### src/rtl/u8u2_pkg.sv
// Package for the UTF-8 to UCS-2 decoder: status codes, register indexes,
// result record and field widths. No dependencies.
package u8u2_pkg;

    // Field widths
    localparam int BYTE_W = 8;
    localparam int UNIT_W = 16;
    localparam int CAP_W  = 16;
    localparam int RCNT_W = 16;
    localparam int ADDR_W = 3;
    localparam int DATA_W = 32;

    // Register indexes (byte address is 4 * index)
    localparam logic REG_CAPACITY   = 1'b0;
    localparam logic REG_COUNT_ONLY = 1'b1;

    // End-of-string status
    typedef enum logic [1:0] {
        ST_OK      = 2'd0,
        ST_TRUNC   = 2'd1,
        ST_INVALID = 2'd2
    } status_t;

    // One result record
    typedef struct packed {
        logic [UNIT_W-1:0] code_unit;
        logic              is_end;
        logic [RCNT_W-1:0] char_count;
        status_t           status;
    } result_t;

    // Configuration as seen by the decode stage
    typedef struct packed {
        logic [CAP_W-1:0] capacity;
        logic             count_only;
    } cfg_t;

endpackage

### src/rtl/utf8_to_ucs2_decoder.sv
// Top level of the streaming UTF-8 to UCS-2 decoder.
// Depends on u8u2_pkg, u8u2_cfg_regs, u8u2_decode, u8u2_out_buf.
//
//  channel   | handshake          | payload
//  ----------+--------------------+-------------------------------------------
//  input     | in_valid/in_ready  | in_byte
//  output    | out_valid/out_ready| code_unit, is_end, char_count, status
//  config    | psel/penable/pready| paddr, pwrite, pwdata, prdata
//
// One byte is accepted per cycle while in_ready is high; its result, if any, is registered into the result buffer.
// The decode state is updated in the same cycle the byte is accepted.
// A two-entry result buffer lets input continue while one result waits;
// in_ready drops only when both entries are occupied.
// Reset clears decode state, configuration and the buffer at once.
module utf8_to_ucs2_decoder #(
    parameter int COUNT_BITS = 16
) (
    input  logic                          clk,
    input  logic                          rst_n,
    input  logic                          in_valid,
    output logic                          in_ready,
    input  logic [u8u2_pkg::BYTE_W-1:0]   in_byte,
    output logic                          out_valid,
    input  logic                          out_ready,
    output logic [u8u2_pkg::UNIT_W-1:0]   code_unit,
    output logic                          is_end,
    output logic [u8u2_pkg::RCNT_W-1:0]   char_count,
    output logic [1:0]                    status,
    input  logic                          psel,
    input  logic                          penable,
    input  logic                          pwrite,
    input  logic [u8u2_pkg::ADDR_W-1:0]   paddr,
    input  logic [u8u2_pkg::DATA_W-1:0]   pwdata,
    output logic [u8u2_pkg::DATA_W-1:0]   prdata,
    output logic                          pready
);
    import u8u2_pkg::*;

    cfg_t    cfg;
    result_t dec_res;
    result_t buf_res;
    logic    dec_valid;
    logic    in_fire;
    logic    buf_space;

    assign in_ready = buf_space;
    assign in_fire  = in_valid & buf_space;

    // Configuration registers
    u8u2_cfg_regs u_cfg (
        .clk     (clk),
        .rst_n   (rst_n),
        .psel    (psel),
        .penable (penable),
        .pwrite  (pwrite),
        .paddr   (paddr),
        .pwdata  (pwdata),
        .prdata  (prdata),
        .pready  (pready),
        .cfg     (cfg)
    );

    // Byte decode
    u8u2_decode #(
        .COUNT_BITS (COUNT_BITS)
    ) u_dec (
        .clk       (clk),
        .rst_n     (rst_n),
        .in_fire   (in_fire),
        .in_byte   (in_byte),
        .cfg       (cfg),
        .res_valid (dec_valid),
        .res       (dec_res)
    );

    // Result buffer
    u8u2_out_buf u_buf (
        .clk       (clk),
        .rst_n     (rst_n),
        .push      (dec_valid),
        .push_data (dec_res),
        .space     (buf_space),
        .out_valid (out_valid),
        .out_ready (out_ready),
        .out_data  (buf_res)
    );

    assign code_unit  = buf_res.code_unit;
    assign is_end     = buf_res.is_end;
    assign char_count = buf_res.char_count;
    assign status     = buf_res.status;

endmodule

### src/rtl/u8u2_cfg_regs.sv
// Configuration registers of the UTF-8 to UCS-2 decoder behind an APB-style port.
// Depends on u8u2_pkg.
module u8u2_cfg_regs (
    input  logic                          clk,
    input  logic                          rst_n,
    input  logic                          psel,
    input  logic                          penable,
    input  logic                          pwrite,
    input  logic [u8u2_pkg::ADDR_W-1:0]   paddr,
    input  logic [u8u2_pkg::DATA_W-1:0]   pwdata,
    output logic [u8u2_pkg::DATA_W-1:0]   prdata,
    output logic                          pready,
    output u8u2_pkg::cfg_t                cfg
);
    import u8u2_pkg::*;

    logic [CAP_W-1:0] capacity_reg;
    logic             count_only_reg;
    logic             wr_en;
    logic             reg_sel;

    assign pready  = 1'b1;
    assign reg_sel = paddr[2];
    assign wr_en   = psel & penable & pwrite & pready;

    // Register write
    always_ff @(posedge clk or negedge rst_n)
    begin
        if (!rst_n)
        begin
            capacity_reg   <= '0;
            count_only_reg <= 1'b0;
        end
        else if (wr_en)
        begin
            unique case (reg_sel)
                REG_CAPACITY:   capacity_reg   <= pwdata[CAP_W-1:0];
                REG_COUNT_ONLY: count_only_reg <= pwdata[0];
                default: ;
            endcase
        end
    end

    // Register read
    always_comb
    begin
        unique case (reg_sel)
            REG_CAPACITY:   prdata = {{(DATA_W-CAP_W){1'b0}}, capacity_reg};
            REG_COUNT_ONLY: prdata = {{(DATA_W-1){1'b0}}, count_only_reg};
            default:        prdata = '0;
        endcase
    end

    assign cfg.capacity   = capacity_reg;
    assign cfg.count_only = count_only_reg;

endmodule

### src/rtl/u8u2_decode.sv
// Decode stage: per-string state registers and the one-byte step logic.
// Depends on u8u2_pkg.
module u8u2_decode #(
    parameter int COUNT_BITS = 16
) (
    input  logic                          clk,
    input  logic                          rst_n,
    input  logic                          in_fire,
    input  logic [u8u2_pkg::BYTE_W-1:0]   in_byte,
    input  u8u2_pkg::cfg_t                cfg,
    output logic                          res_valid,
    output u8u2_pkg::result_t             res
);
    import u8u2_pkg::*;

    localparam int CMP_W = (COUNT_BITS > CAP_W) ? COUNT_BITS : CAP_W;

    logic [1:0]            pending_reg, pending_next;
    logic [UNIT_W-1:0]     acc_reg, acc_next;
    logic [COUNT_BITS-1:0] cnt_reg, cnt_next;
    status_t               stop_reg, stop_next;

    logic [COUNT_BITS-1:0] cnt_inc;
    logic [CMP_W-1:0]      cnt_ext;
    logic [CMP_W-1:0]      cnt_inc_ext;
    logic [CMP_W-1:0]      cap_ext;
    logic [RCNT_W-1:0]     cnt_report;
    status_t               end_status;

    // Saturating increment and widened compare operands
    assign cnt_inc     = (cnt_reg == {COUNT_BITS{1'b1}}) ? cnt_reg : cnt_reg + 1'b1;
    assign cnt_ext     = CMP_W'(cnt_reg);
    assign cnt_inc_ext = CMP_W'(cnt_inc);
    assign cap_ext     = CMP_W'(cfg.capacity);
    assign cnt_report  = (cnt_ext > CMP_W'({RCNT_W{1'b1}})) ? {RCNT_W{1'b1}}
                                                             : cnt_ext[RCNT_W-1:0];
    assign end_status  = (stop_reg == ST_OK && pending_reg != 2'd0) ? ST_INVALID : stop_reg;

    // Step logic for one accepted byte
    always_comb
    begin
        pending_next = pending_reg;
        acc_next     = acc_reg;
        cnt_next     = cnt_reg;
        stop_next    = stop_reg;
        res_valid    = 1'b0;
        res          = '0;
        if (in_fire)
        begin
            if (in_byte == '0)
            begin
                // terminator: report and clear
                res_valid      = 1'b1;
                res.is_end     = 1'b1;
                res.char_count = cnt_report;
                res.status     = end_status;
                pending_next   = 2'd0;
                acc_next       = '0;
                cnt_next       = '0;
                stop_next      = ST_OK;
            end
            else if (stop_reg != ST_OK)
            begin
                // stopped: ignore until terminator
            end
            else if (pending_reg != 2'd0)
            begin
                // continuation byte
                if (in_byte[7:6] != 2'b10)
                begin
                    stop_next = ST_INVALID;
                end
                else
                begin
                    acc_next     = {acc_reg[UNIT_W-7:0], in_byte[5:0]};
                    pending_next = pending_reg - 2'd1;
                    if (pending_reg == 2'd1)
                    begin
                        if (cfg.count_only)
                        begin
                            cnt_next = cnt_inc;
                        end
                        else
                        begin
                            res_valid     = 1'b1;
                            res.code_unit = {acc_reg[UNIT_W-7:0], in_byte[5:0]};
                        end
                    end
                end
            end
            else if (!cfg.count_only && cnt_inc_ext >= cap_ext)
            begin
                // lead byte over capacity
                cnt_next  = cnt_inc;
                stop_next = ST_TRUNC;
            end
            else
            begin
                // lead byte, or invalid byte that stops the string
                if (!cfg.count_only)
                begin
                    cnt_next = cnt_inc;
                end
                if (in_byte[7] == 1'b0)
                begin
                    if (cfg.count_only)
                    begin
                        cnt_next = cnt_inc;
                    end
                    else
                    begin
                        res_valid     = 1'b1;
                        res.code_unit = UNIT_W'(in_byte);
                    end
                end
                else if (in_byte[7:5] == 3'b110)
                begin
                    acc_next     = UNIT_W'(in_byte[4:0]);
                    pending_next = 2'd1;
                end
                else if (in_byte[7:4] == 4'b1110)
                begin
                    acc_next     = UNIT_W'(in_byte[3:0]);
                    pending_next = 2'd2;
                end
                else
                begin
                    stop_next = ST_INVALID;
                end
            end
        end
    end

    // Control state
    always_ff @(posedge clk or negedge rst_n)
    begin
        if (!rst_n)
        begin
            pending_reg <= 2'd0;
            acc_reg     <= '0;
            cnt_reg     <= '0;
            stop_reg    <= ST_OK;
        end
        else
        begin
            pending_reg <= pending_next;
            acc_reg     <= acc_next;
            cnt_reg     <= cnt_next;
            stop_reg    <= stop_next;
        end
    end

endmodule

### src/rtl/u8u2_out_buf.sv
// Two-entry result buffer between the decode stage and the output channel.
// Depends on u8u2_pkg.
module u8u2_out_buf (
    input  logic               clk,
    input  logic               rst_n,
    input  logic               push,
    input  u8u2_pkg::result_t  push_data,
    output logic               space,
    output logic               out_valid,
    input  logic               out_ready,
    output u8u2_pkg::result_t  out_data
);
    import u8u2_pkg::*;

    result_t    head_reg, head_next;
    result_t    tail_reg, tail_next;
    logic [1:0] fill_reg, fill_next;
    logic       pop;

    assign out_valid = (fill_reg != 2'd0);
    assign out_data  = head_reg;
    assign space     = (fill_reg != 2'd2);
    assign pop       = out_valid & out_ready;

    // Buffer update
    always_comb
    begin
        head_next = head_reg;
        tail_next = tail_reg;
        fill_next = fill_reg;
        if (push && pop)
        begin
            if (fill_reg == 2'd1)
            begin
                head_next = push_data;
            end
            else
            begin
                head_next = tail_reg;
                tail_next = push_data;
            end
        end
        else if (push)
        begin
            if (fill_reg == 2'd0)
            begin
                head_next = push_data;
            end
            else
            begin
                tail_next = push_data;
            end
            fill_next = fill_reg + 2'd1;
        end
        else if (pop)
        begin
            head_next = tail_reg;
            fill_next = fill_reg - 2'd1;
        end
    end

    // Fill count
    always_ff @(posedge clk or negedge rst_n)
    begin
        if (!rst_n)
        begin
            fill_reg <= 2'd0;
        end
        else
        begin
            fill_reg <= fill_next;
        end
    end

    // Payload
    always_ff @(posedge clk)
    begin
        head_reg <= head_next;
        tail_reg <= tail_next;
    end

endmodule
### config.mk
export PLATFORM = sky130hd
export DESIGN_NAME = utf8_to_ucs2_decoder
export DESIGN_NICKNAME = d
export VERILOG_FILES = /design/src/rtl/u8u2_pkg.sv /design/src/rtl/utf8_to_ucs2_decoder.sv /design/src/rtl/u8u2_cfg_regs.sv /design/src/rtl/u8u2_decode.sv /design/src/rtl/u8u2_out_buf.sv
export SDC_FILE = /design/constraint.sdc
export NUM_CORES = 1
export LEC_CHECK = 0
export ABC_AREA = 1
export BUFFER_PORTS_ARGS = -buffer_cell sky130_fd_sc_hd__buf_4
export CAP_MARGIN = 40
export CORE_ASPECT_RATIO = 2
export CORE_MARGIN = 4
export CORE_UTILIZATION = 40
export CTS_CLUSTER_DIAMETER = 60
export DETAILED_ROUTE_END_ITERATION = 12
export GPL_ROUTABILITY_DRIVEN = 0
export GPL_TIMING_DRIVEN = 1
export SLEW_MARGIN = 25
export SYNTH_ARGS = -nofsm -noshare
export SYNTH_HDL_FRONTEND = slang
export SYNTH_HIERARCHICAL = 1
export SYNTH_SLANG_ARGS = --single-unit
### constraint.sdc
create_clock -name clk -period 7.5 [get_ports clk]
set_input_delay 0.375 -clock clk [delete_from_list [all_inputs] [get_ports clk]]
set_output_delay 0.375 -clock clk [all_outputs]
set_load 0.01 [all_outputs]
======== Yosys cells after proc, flatten, opt, wreduce, memory -nomap -nowiden ========
Index checks and enable logic that the tools add are counted.
operators by class
  $add $sub $neg .......................... 4
  reduce and logical (&&, ||, !) cells .... 24
  div/mod/pow operators ................... 0
  bitwise gates (word level) .............. 6
  mux-type cells .......................... 69
  shifts and indexed selects .............. 0
  multiply operators ...................... 0
  equal/unequal tests ..................... 18
  magnitude comparators ................... 2
operator list
  operator                                               number
  2-to-1 mux 35 bit                                      10
  2-to-1 mux 16 bit                                      20
  2-to-1 mux 10 bit                                      8
  one-hot mux 32 bit (2 select lines)                    1
  2-to-1 mux 2 bit                                       19
  2-to-1 mux 19 bit                                      1
  adder 16 x 1 -> 16 bit, second input constant          1
  == test 16 bit, second input constant                  1
  >= comparator 16 bit                                   1
  greater-than comparator 16 bit, second input constant  1
  != test 3 x 2 -> 1 bit, second input constant          4
  AND reduction 6 bit                                    2
  nonzero test 2 bit                                     5
  2-to-1 mux 1 bit                                       9
  zero test 8 bit                                        1
  != test 4 x 1 -> 1 bit, second input constant          2
  AND reduction 2 bit                                    4
  nonzero test 4 bit                                     2
  2-to-1 mux 7 bit                                       1
  != test 2 bit, second input constant                   3
  nonzero test 3 bit                                     2
  AND reduction 5 bit                                    1
  AND 1 bit                                              4
  == test 2 x 1 -> 1 bit, second input constant          2
  12 further kinds                                       18
storage, ports and cells
  bits in latches ......................... 0
  register bits ........................... 119
  logic and storage cells ................. 138
  memory bits (read-only) ................. 0
  bits in writable memories ............... 0
  memories kept ........................... 0

======== Logic depth before layout (Yosys ltp) ========
Gate-level depths: netlist of run 1.
  depth after elaboration ................. 12
  depth in mapped cells ................... 27
  mapped depth without buffers ............ 26

======== Modules after synthesis ========
Netlist of run 1, hierarchy kept.
modules (own cells, without submodules)
  module                cells each  instances  sequential area each (µm²)  area each (µm²)
  u8u2_out_buf          211         1          2152.1                      2815.2
  u8u2_decode           426         1          750.7                       2761.4
  u8u2_cfg_regs         132         1          425.4                       1029.7
  utf8_to_ucs2_decoder  2           1          0.0                         7.5

======== Worst setup path before layout of run 1 ========
Ideal clock, no wire load.
  kind .................................... reg2reg
  start point ............................. reg u_dec.cnt_reg[0] (netlist: u_dec/cnt_ext[0])
  end point ............................... reg u_buf/tail_reg[0] (netlist bit), enable pin
  library setup time ...................... 0.476 ns
  period minus slack after synthesis ...... 5.731 ns
  stages on the path, launching flop included .. 20
  data arrival time ....................... 5.255 ns
  setup slack ............................. 1.769 ns
  cell sequence ........................... dfrtp_1 > ha_1 > nand3_1 > nor2_1 > inv_1 > nor2_2 > inv_2 > buf_2 > nand2_1 > ha_1 > a21oi_1 > o21ai_0 > a21oi_1 > nand3_1 > nand2_1 > nand3_1 > nand2_1 > ha_1 > inv_2 > o21ai_0
between the ends
  word-level cells in the longest chain between the ends .. 12
  elaborated cells on any way between the ends .. 15
  classes of those cells .................. add/sub: 1; order compare: 1; eq/ne: 3; mux: 6; reduce/logical: 4
RTL lines
  element                                                   line                        RTL
  start, declared                                           u8u2_decode.sv:20           logic [COUNT_BITS-1:0] cnt_reg, cnt_next;
  start signal, assigned                                    u8u2_decode.sv:148          cnt_reg <= cnt_next;
  adder 16 x 1 -> 16 bit or == test 16 bit (tied branches)  u8u2_decode.sv:31           assign cnt_inc = (cnt_reg == {COUNT_BITS{1'b1}}) ? cnt_reg : cnt_reg + 1'b1;
  2-to-1 mux 16 bit *                                       u8u2_decode.sv:31
  >= comparator 16 bit *                                    u8u2_decode.sv:91           else if (!cfg.count_only && cnt_inc_ext >= cap_ext)
  logical AND 1 bit *                                       u8u2_decode.sv:91
  2-to-1 mux 1 bit *                                        u8u2_decode.sv:91
  2-to-1 mux 1 bit *                                        u8u2_decode.sv:66           else if (pending_reg != 2'd0)
  2-to-1 mux 1 bit *                                        u8u2_decode.sv:62           else if (stop_reg != ST_OK)
  2-to-1 mux 1 bit *                                        u8u2_decode.sv:50           if (in_byte == '0)
  2-to-1 mux 1 bit *                                        u8u2_decode.sv:48           if (in_fire)
  named net dec_valid                                       utf8_to_ucs2_decoder.sv:42  logic dec_valid;
  logical AND 1 bit                                         u8u2_out_buf.sv:31          if (push && pop)
  != test 2 bit (no source line) (tied with other cells)    --
  AND reduction 3 bit (no source line) *                    --
  end signal, assigned                                      u8u2_out_buf.sv:79          tail_reg <= tail_next;
  end, declared                                             u8u2_out_buf.sv:16          result_t tail_reg, tail_next;
The timed path passes the listed nets; every way through them passes the cells marked *.
A chain may end at the register's enable or synchronous reset.

==> metrics, run 1 <==
largest family of logic cells by synthesized area=simple AND/OR/NAND/NOR gates; routed vias/inst=4.76; P per Cell Area=355 nW/um2; Syn Std Cell Area=6610 um2; root buffer cell=clkbuf_16; DR iter-0 viols=245; H-Tree Depth=4; unique cell type count in the Yosys netlist=39; asr flop ratio synth=0.412; Post-synth EDFFs=70; Setup WS post-layout=2550 ps; clk slew on worst S/H paths=60 ps; Post-Route Skew=9.04 ps; ys flop type=edfxtp_1; # clock sinks=119; post-route minimum period=4950 ps; Routed WL=14700 um; CTS resizes=0; Die Area=18800 um2; DRC Markers=0; CP arrival=5090 ps; outcome=complete, but fails checks; Slew headroom=0.517; setup violators final=0; synth top area cells=edfxtp_1 32%, dfrtp_1 19%, nand2_1 12%; Critical Path Fanout Max=36; Synth Area per Inst=8.58 um2; postcts setup bufs=0; Yosys reg bits=119; router iterations before antenna repair=4; failing checks=hold timing; Peak VDD IR=0.183 mV; Worst setup SP type=flip-flop; Hold Slack=-0.154 ps; Synth Warn #=6; TNS Setup=0 ps; final hold violations=1; leading area contributor after synthesis=edfxtp_1; Adder-Cell Fraction of Synth Area=0.0397; DR vias=5098; Core ar.=16300 um2; worst slew pin tran=723 ps; cells after synthesis=771; first-pass GRT wire length=24600 um; PortBufs=84; Hold-fix buffers, CTS=0; Rows=66; fmax=202 MHz; global route total overflow=0; post-synthesis mux area share=0; Max-Cap Viols=0; initial antenna violation count=0; vias in the first global route=5109; Die Wd=98.9 um; DPL Wire Length=11000 um; total track usage=0.165; Pleak=3.76 nW; Antenna Violating Nets Remaining=0; compound-gate portion of the synthesized area=0.0482; GR Util met2=0.312; Clock Latency Late Sink=420 ps; TritonCTS clock tree=yes; share of cells above drive strength 1=0.207; RSZ-0062 raised after global routing=false; Worst Path Required=7630 ps; XOR/XNOR Fraction of Synth Area=0.0146; largest net degree at the start of global routing=50; GRT busiest layer=met2; setup slack, reg-to-reg=2550 ps; grt met3 use=0.0294; Final Slew Violations=0; nets=926; crit share post-route=0.660; Hold WC Path Type=input pin to asynchronous set/reset pin; CP endpoint kind=flip-flop; Crit Path Category=flip-flop to flip-flop; met1 usage=0.167; average routed wire per standard cell=13.7 um; Yosys top cell area share=0.318; Area Growth Syn to Fin=18.8%; height of the die=190 um; ANT cells=0; Synth Area in Simple Gates=0.292; Num CTS Buffers=17; initial core utilization=0.407; Seq/Total Area, Yosys=0.503; Top Ports=120; clk buf depth=2; post-place setup slack=2550 ps
==> metal layers <==
layer / share of wire / vias up / wire length, um
met5: 0 / - / 0
met2: 0.56 / 127 / 8260
li1: - / 2617 / -
met1: 0.36 / 2322 / 5300
met3: 0.041 / 32 / 610
met4: 0.037 / 0 / 543
==> power breakdown <==
group	internal, mW	leakage (nW)	switching [mW]
sequential	0.917	1.28	0.114
combinational	0.368	2.19	0.627
clock	0.470	0.285	0.292
==> final timing paths <==
kind / from / to / cells past startpoint
worst min-delay path: rst_n / u_buf/fill_reg[1] / 1
worst max register to register: u_dec/cnt_ext[0] / u_buf/out_data[13] / 25
worst max-delay path: u_dec/cnt_ext[0] / u_buf/out_data[13] / 25
max in group asynchronous: rst_n / u_dec/stop_reg[0] / 1
worst min register to register: u_dec/acc_reg[9] / u_dec/acc_reg[9] / 2
min in group clk: pwdata[14] / u_cfg/capacity_reg[14] / 3
==> cell type report <==
type | count | area (um2)
clock inverter | 10 | 67.6
inverter | 101 | 382
tap | 204 | 255
sequential | 119 | 3330
timing repair buffer | 86 | 646
clock buffer | 22 | 497
multi-input combinational | 530 | 2680
fill | 1554 | 8410
==> worst max-delay path: stages (launching register included) <==
cell	delay (ps)
dfrtp_1	410
ha_1	230
nand3_1	120
nor2_1	180
inv_1	80
nor2_2	230
inv_2	180
o21ai_0	290
inv_1	90
ha_1	300
nand2_1	50
nand2_1	60
nand2_1	50
nand2_1	70
nand2_1	50
nand2_1	110
nand2_1	90
nand3_1	120
nand2_1	60
nand3_1	180
nand2_1	210
ha_1	290
nand2_2	540
nand2_4	370
nand2_1	140
nand2_1	120
==> cell usage after synthesis, types with 12 or more instances <==
library cell	number
nand2_1	218
nor2_1	91
inv_1	84
nand3_1	76
edfxtp_1	70
dfrtp_1	49
ha_1	21
a21oi_1	18
buf_4	18
inv_2	16
nand2_2	12
o21ai_2	12
==> logic make-up after synthesis <==
| logic type | after synthesis |
|---|---|
| DFF | 119 |
| xor gates and xnor gates | 11 |
| buffers and inverters | 137 |
| and+or+nand+nor | 430 |
| AOI/OAI and AO/OA | 51 |
| adders and majority gates | 21 |
| other | 2 |
==> cells in the final DEF, fill, tap and decap left out, types with 3 or more instances in the layout <==
cell / synthesis / routed
nand4_1: 10 / 10
inv_2: 16 / 16
a21oi_1: 18 / 18
inv_4: 1 / 3
dfrtp_1: 49 / 49
clkinv_4: 0 / 4
o21ai_0: 8 / 7
nor2_1: 91 / 91
o21ai_2: 12 / 13
clkinv_2: 0 / 4
clkbuf_16: 0 / 19
buf_4: 18 / 86
inv_1: 84 / 84
nand3_1: 76 / 76
o21ai_1: 8 / 8
edfxtp_1: 70 / 70
or2_2: 3 / 3
xor2_1: 11 / 11
conb_1: 2 / 17
nor2_4: 4 / 4
ha_1: 21 / 21
nor2_2: 3 / 3
nand2_2: 12 / 12
nand2_1: 218 / 218
==> metrics by stage <==
step / util / cell area (um2) / power [mW] / instances / hold slack, ps
2_1_floorplan: - / 6670 / 1.74 / 786 / 79.4
3_3_place_gp: 0.448 / 7290 / 2.03 / 1040 / 459
3_5_place_dp: 0.448 / 7290 / 2.05 / 1040 / 462
4_1_cts: 0.483 / 7860 / 2.82 / 1072 / 28.1
5_1_grt: 0.483 / 7860 / 3.01 / 1072 / 49.9
6_report: 0.483 / 7860 / 2.79 / 1072 / -0.154
No activity file was read; power rests on OpenSTA's default activity.
==> run 2: changes to the inputs <==
- ABC_AREA: 1 -> 0
- clock period: 7.5 -> 4.1 ns (I/O delays scaled with it)
==> metrics, run 2 <==
# clock sinks=119 (unchanged); PortBufs=84 (unchanged); crit path from=u_dec/cnt_ext[0]; leading area contributor after synthesis=edfxtp_1; setup violators final=70 (+70); CP Cell Sequence=ha_2 -> and3_4 -> nand2_4 -> nor2_4 -> and4_1 -> mux2_4 -> ha_4 -> nand2_4 -> nor4_4 -> or4b_4 -> nand3_4 -> o41ai_4 -> nand2b_4 -> ha_4 -> mux2i_4 -> clkbuf_16 -> buf_4 -> mux2_4; Die Area=18000 um2 (-3.9%); FILL cells=1265 (-19%); first-pass GRT wire length=21400 um (-13%); M1 WL=5080 um (-4.3%); TNS Setup=-10550 ps (-10550 ps); PnR Total Power=4.20 mW (+50%); Worst R2R Start=u_dec/cnt_ext[0]; post-place setup slack=-247 ps (-2800 ps); CP arrival=4510 ps (-580 ps); cell internal pwr=2.99 mW (+70%); Worst setup SP type=flip-flop; Yosys reg bits=119 (unchanged); Final Slew Violations=0 (unchanged); Max-Cap Viols=0 (unchanged); Synth Warn #=6 (unchanged); final core occ=0.557 (+0.0741); Slew headroom=0.559 (+0.0423); router iterations before antenna repair=4 (unchanged); Hold Slack=24.6 ps (+24.8 ps); DRC Markers=0 (unchanged); Top Ports=120 (unchanged); commonest non-fill, non-tap cell in the layout=buf_4; unique cell type count in the Yosys netlist=67 (+72%); final hold violations=0 (-1); Post-Route Skew=10.3 ps (+1.30 ps); DR vias=4366 (-14%); ANT cells=0 (unchanged); cells after synthesis=491 (-36%); max layer used=met4; initial antenna violation count=0 (unchanged); Hold Startpoint=pwdata[2]; Comb power frac=0.251 (-0.106); global route total overflow=0 (unchanged); height of the die=186 um (-2.0%); total track usage=0.149 (-0.0161); Crit Path Category=flip-flop to flip-flop; NetSw=1.21 mW (+17%); H-Tree Depth=4 (unchanged); DR iter-0 viols=237 (-3.3%); switching share of power=0.287 (-0.0834); Syn Std Cell Area=6340 um2 (-4.2%); sequential share of power=0.389 (+0.019); Crit-path slowest cell=or4b_4; RSZ-0062 raised after global routing=true; Core ar.=15500 um2 (-5.0%); clk slew on worst S/H paths=50 ps (about the same); Pleak=4.00 nW (+6.3%); P per Cell Area=487 nW/um2 (+37%); Num CTS Buffers=17 (unchanged); Routed WL=14100 um (-4.5%); Clock power frac=0.360 (+0.087); share of cells above drive strength 1=0.436 (+0.228); Critical Path Fanout Max=5 (-86%); Post-synth EDFFs=70 (unchanged); crit share post-route=1.06 (+0.402); Rows=64 (-3.0%); Synth Area per Inst=12.9 um2 (+50%); Yosys top cell area share=0.332 (+0.0138); initial core utilization=0.410 (+0.00358); Worst Path Required=4250 ps (-3380 ps); most frequent cells in the layout=137 x buf_4, 70 x edfxtp_1, 49 x dfrtp_1, 46 x mux2_4, 24 x nand2_1; slowest cell delay on critical path=520 ps (-20 ps); ys flop type=edfxtp_1; failing checks=setup timing; multi-input logic area=2950 um2 (+9.9%); TritonCTS clock tree=yes; Die Wd=97.0 um (-1.9%); largest net degree at the start of global routing=50 (unchanged); nets=719 (-22%); count leader, synth=edfxtp_1; asr flop ratio synth=0.412 (unchanged); Met3 Routed Length=542 um (-11%); average routed wire per standard cell=16.4 um (+19%); DPL Wire Length=9830 um (-11%); Synth top cells by count=70 x edfxtp_1, 49 x dfrtp_1, 40 x mux2_4; clk buf depth=2 (unchanged); post-route minimum period=4360 ps (-595 ps); Setup WS post-layout=-257 ps (-2810 ps); Seq. cell area=3330 um2 (unchanged); fmax=230 MHz (+14%); Seq/Total Area, Yosys=0.525 (+0.0219); worst slew pin tran=657 ps (-65.2 ps); Area Growth Syn to Fin=35.8%; outcome=complete, but fails checks; CP endpoint kind=flip-flop; root buffer cell=clkbuf_16; Hold WC Path Type=input pin to flip-flop; Antenna Violating Nets Remaining=0 (unchanged); WL met2=8060 um (-2.5%); synth top area cells=edfxtp_1 33%, dfrtp_1 19%, mux2_4 9.5%; vias in the first global route=4399 (-14%); routed vias/inst=5.08 (+6.9%); Peak VDD IR=0.307 mV (+67%); Clock Latency Late Sink=410 ps (about the same)
[run 2: kinds of logic after synthesis]
| group | Yosys count | share of synthesized area |
|---|---|---|
| buffers and inverters | 55 | 0.0527 |
| and+or+nand+nor | 146 | 0.138 |
| DFF | 119 | 0.525 |
| other | 2 | 0.00118 |
| adders and majority gates | 21 | 0.0415 |
| AOI/OAI and AO/OA | 79 | 0.0985 |
| xor gates and xnor gates | 11 | 0.0152 |
| muxes | 58 | 0.128 |
[run 2: routing by layer]
layer	vias to the layer above	global-route usage
met5	-	0
met4	0	0.0669
met3	28	0.0349
met2	123	0.288
met1	2126	0.150
li1	2089	-
[run 2: final timing paths]
check,cells after the start,to,slack (ps)
hold reg to reg,1,u_dec/acc_reg[6],500
hold / removal,2,u_cfg/capacity_reg[2],20
setup reg to reg,18,u_buf/out_data[0],-260
max in group asynchronous,2,u_dec/acc_reg[5],3290
min in group asynchronous,2,u_cfg/capacity_reg[9],360
setup / recovery,18,u_buf/out_data[0],-260
[run 2: power by group through the flow]
stage / logic, mW / registers, mW / clock network [mW]
after global routing: 1.16 / 1.66 / 1.60
after floorplan: 0.595 / 1.66 / 0
after detailed placement: 1.01 / 1.65 / 0
after CTS: 1.02 / 1.63 / 1.54
after global placement: 0.983 / 1.65 / 0
final: 1.05 / 1.63 / 1.51
[run 2: worst max-delay path: cells and delay by family (launching register included)]
| kind | cells | cell delay [ps] |
|---|---|---|
| simple gates | 9 | 1720 |
| mux | 3 | 910 |
| fa+ha+maj | 3 | 650 |
| flops | 1 | 390 |
| buf+inv | 2 | 360 |
| compound gates | 1 | 60 |
[run 2: repair_timing]
item                                   in CTS  in global routing
gates cloned                                0                  8
buffers inserted                            3                  6
pin swaps                                   0                  7
hold buffers                                1                  0
setup endpoints to repair                  70                 70
endpoints found under the hold margin      49                  0
gates resized for setup                     1                 33
[run 2: cell type report]
class	instances	share of cell area
multi-input combinational	332	0.342
sequential	119	0.387
tap	198	0.0288
clock inverter	14	0.0205
timing repair buffer	157	0.163
clock buffer	18	0.0499
inverter	21	0.00916
[run 2: stage by stage]
| stage | cells | cell area, um2 |
|---|---|---|
| detailed placement | 809 | 7600 |
| finish | 859 | 8610 |
| global placement | 809 | 7600 |
| floorplan | 506 | 6520 |
| CTS | 845 | 8260 |
| global route | 859 | 8610 |
==> run 3: changes to the inputs <==
- PLACE_DENSITY: unset -> 0.64
==> metrics, run 3 (synthesized netlist as in run 2, its figures left out) <==
Die Area=18000 um2 (unchanged); # clock sinks=119 (unchanged); commonest non-fill, non-tap cell in the layout=buf_4; share of cells above drive strength 1=0.438 (+0.00273); Num CTS Buffers=17 (unchanged); DRC Markers=0 (unchanged); Hold WC Path Type=input pin to flip-flop; Antenna Violating Nets Remaining=0 (unchanged); PortBufs=84 (unchanged); Worst Path Required=4260 ps (about the same); Clock Latency Late Sink=420 ps (about the same); PnR Total Power=4.20 mW (+0.11%); Clock power frac=0.352 (-0.008); Critical Path Fanout Max=7 (+2); Comb power frac=0.259 (+0.008); DR vias=4432 (+1.5%); vias in the first global route=4608 (+4.8%); Top Ports=120 (unchanged); post-route minimum period=4370 ps (+18.1 ps); CP Cell Sequence=nand4_1 -> buf_6 -> nor3_4 -> nand3_1 -> o21ai_0 -> o21ai_1 -> ha_1 -> nand2_4 -> nor4_4 -> buf_4 -> a211oi_4 -> nand3_4 -> o41ai_4 -> nand2b_4 -> ha_4 -> mux2i_4 -> buf_12 -> clkbuf_16 -> mux2_4; P per Cell Area=485 nW/um2 (-0.55%); CP arrival=4530 ps (+20 ps); initial antenna violation count=0 (unchanged); router iterations before antenna repair=5 (+1); H-Tree Depth=4 (unchanged); Setup WS post-layout=-275 ps (-18.1 ps); NetSw=1.21 mW (+0.20%); sequential share of power=0.389 (about the same); Post-DP Area=7600 um2 (unchanged); nets=724 (+0.70%); Max-Cap Viols=0 (unchanged); fmax=229 MHz (-0.41%); failing checks=setup timing; Crit Path Category=flip-flop to flip-flop; Area Growth Syn to Fin=36.7%; crit share post-route=1.07 (+0.00441); Slew headroom=0.553 (-0.00551); final cell count without fillers=864 (+0.58%); total track usage=0.156 (+0.00646); DPL Wire Length=10200 um (+3.6%); final core occ=0.561 (+0.00372); final hold violations=0 (unchanged); slowest cell delay on critical path=360 ps (-160 ps); first-pass GRT wire length=22400 um (+4.7%); switching share of power=0.287 (about the same); Peak VDD IR=0.326 mV (+6.2%); Hold Slack=18.0 ps (-6.63 ps); global route total overflow=0 (unchanged); cell internal pwr=2.99 mW (about the same); root buffer cell=clkbuf_16; CP endpoint kind=flip-flop; Finished Cell Area=8670 um2 (+0.67%); RSZ-0062 raised after global routing=true; height of the die=186 um (unchanged); DR iter-0 viols=265 (+12%); routed vias/inst=5.13 (+0.92%); worst slew pin tran=670 ps (+12.7 ps); Routed WL=14500 um (+3.1%); average routed wire per standard cell=16.8 um (+2.5%); Post-Route Skew=9.91 ps (-0.434 ps); largest net degree at the start of global routing=50 (unchanged); outcome=complete, but fails checks; Core ar.=15500 um2 (unchanged); TNS Setup=-10980 ps (-435 ps); Worst setup SP type=flip-flop; clk slew on worst S/H paths=60 ps (about the same); Final Slew Violations=0 (unchanged); ANT cells=0 (unchanged); clk buf depth=2 (unchanged); Pleak=4.04 nW (+0.98%); Rows=64 (unchanged); TritonCTS clock tree=yes; post-place setup slack=-260 ps (-13.3 ps); initial core utilization=0.410 (unchanged); Crit-path slowest cell=dfrtp_1; most frequent cells in the layout=135 x buf_4, 70 x edfxtp_1, 49 x dfrtp_1, 46 x mux2_4, 23 x nand2_1; Die Wd=97.0 um (unchanged); setup violators final=70 (unchanged); placed cells=809 (unchanged)
[run 3: worst paths after layout]
check / startpoint / end / slack, ps / depth (start not counted)
worst min register to register: u_dec/acc_reg[4] / u_dec/acc_reg[4] / 490 / 1
worst min-delay path: pwdata[1] / u_cfg/capacity_reg[1] / 20 / 2
worst max register to register: u_dec/cnt_ext[10] / u_buf/out_data[10] / -270 / 19
worst max-delay path: u_dec/cnt_ext[10] / u_buf/out_data[10] / -270 / 19
min in group asynchronous: rst_n / u_dec/cnt_ext[7] / 360 / 2
max in group asynchronous: rst_n / u_dec/acc_reg[0] / 3280 / 2
[run 3: routing by layer]
metal  part of all wire  vias to the layer above  global-route usage
met5                  0                        -                   0
li1                   -                     2104                   -
met4              0.022                        0              0.0726
met2               0.59                      139               0.304
met3              0.046                       25              0.0349
met1               0.34                     2164               0.153
[run 3: layout make-up]
type                       instances  area, um2
sequential                       119       3330
clock buffer                      18        429
clock inverter                    14        159
timing repair buffer             162       1450
tap                              198        248
inverter                          21       78.8
fill                            1263       6790
multi-input combinational        332       2970
[run 3: power by group through the flow]
| stage | Clock (mW) | Sequential (mW) | Combinational (mW) |
|---|---|---|---|
| global route | 1.58 | 1.66 | 1.19 |
| global placement | 0 | 1.64 | 0.976 |
| finish | 1.48 | 1.63 | 1.09 |
| CTS | 1.50 | 1.63 | 1.04 |
| detailed placement | 0 | 1.66 | 1.02 |
| floorplan | 0 | 1.66 | 0.595 |
[run 3: critical path, delay by kind of cell (launching register included)]
kind	cells	cell delay, ps
fa+ha+maj	2	500
simple gates	7	1050
buf+inv	4	700
compound gates	4	860
mux	2	630
flops	1	360
[run 3: repair_timing]
item / 4_1_cts / 5_1_grt
hold buffers: 1 / 0
endpoints found under the setup margin: 70 / 70
endpoints found under the hold margin: 49 / 0
gates resized for setup: 10 / 35
cloned: 0 / 8
buffers inserted: 5 / 9
pin swaps: 1 / 6
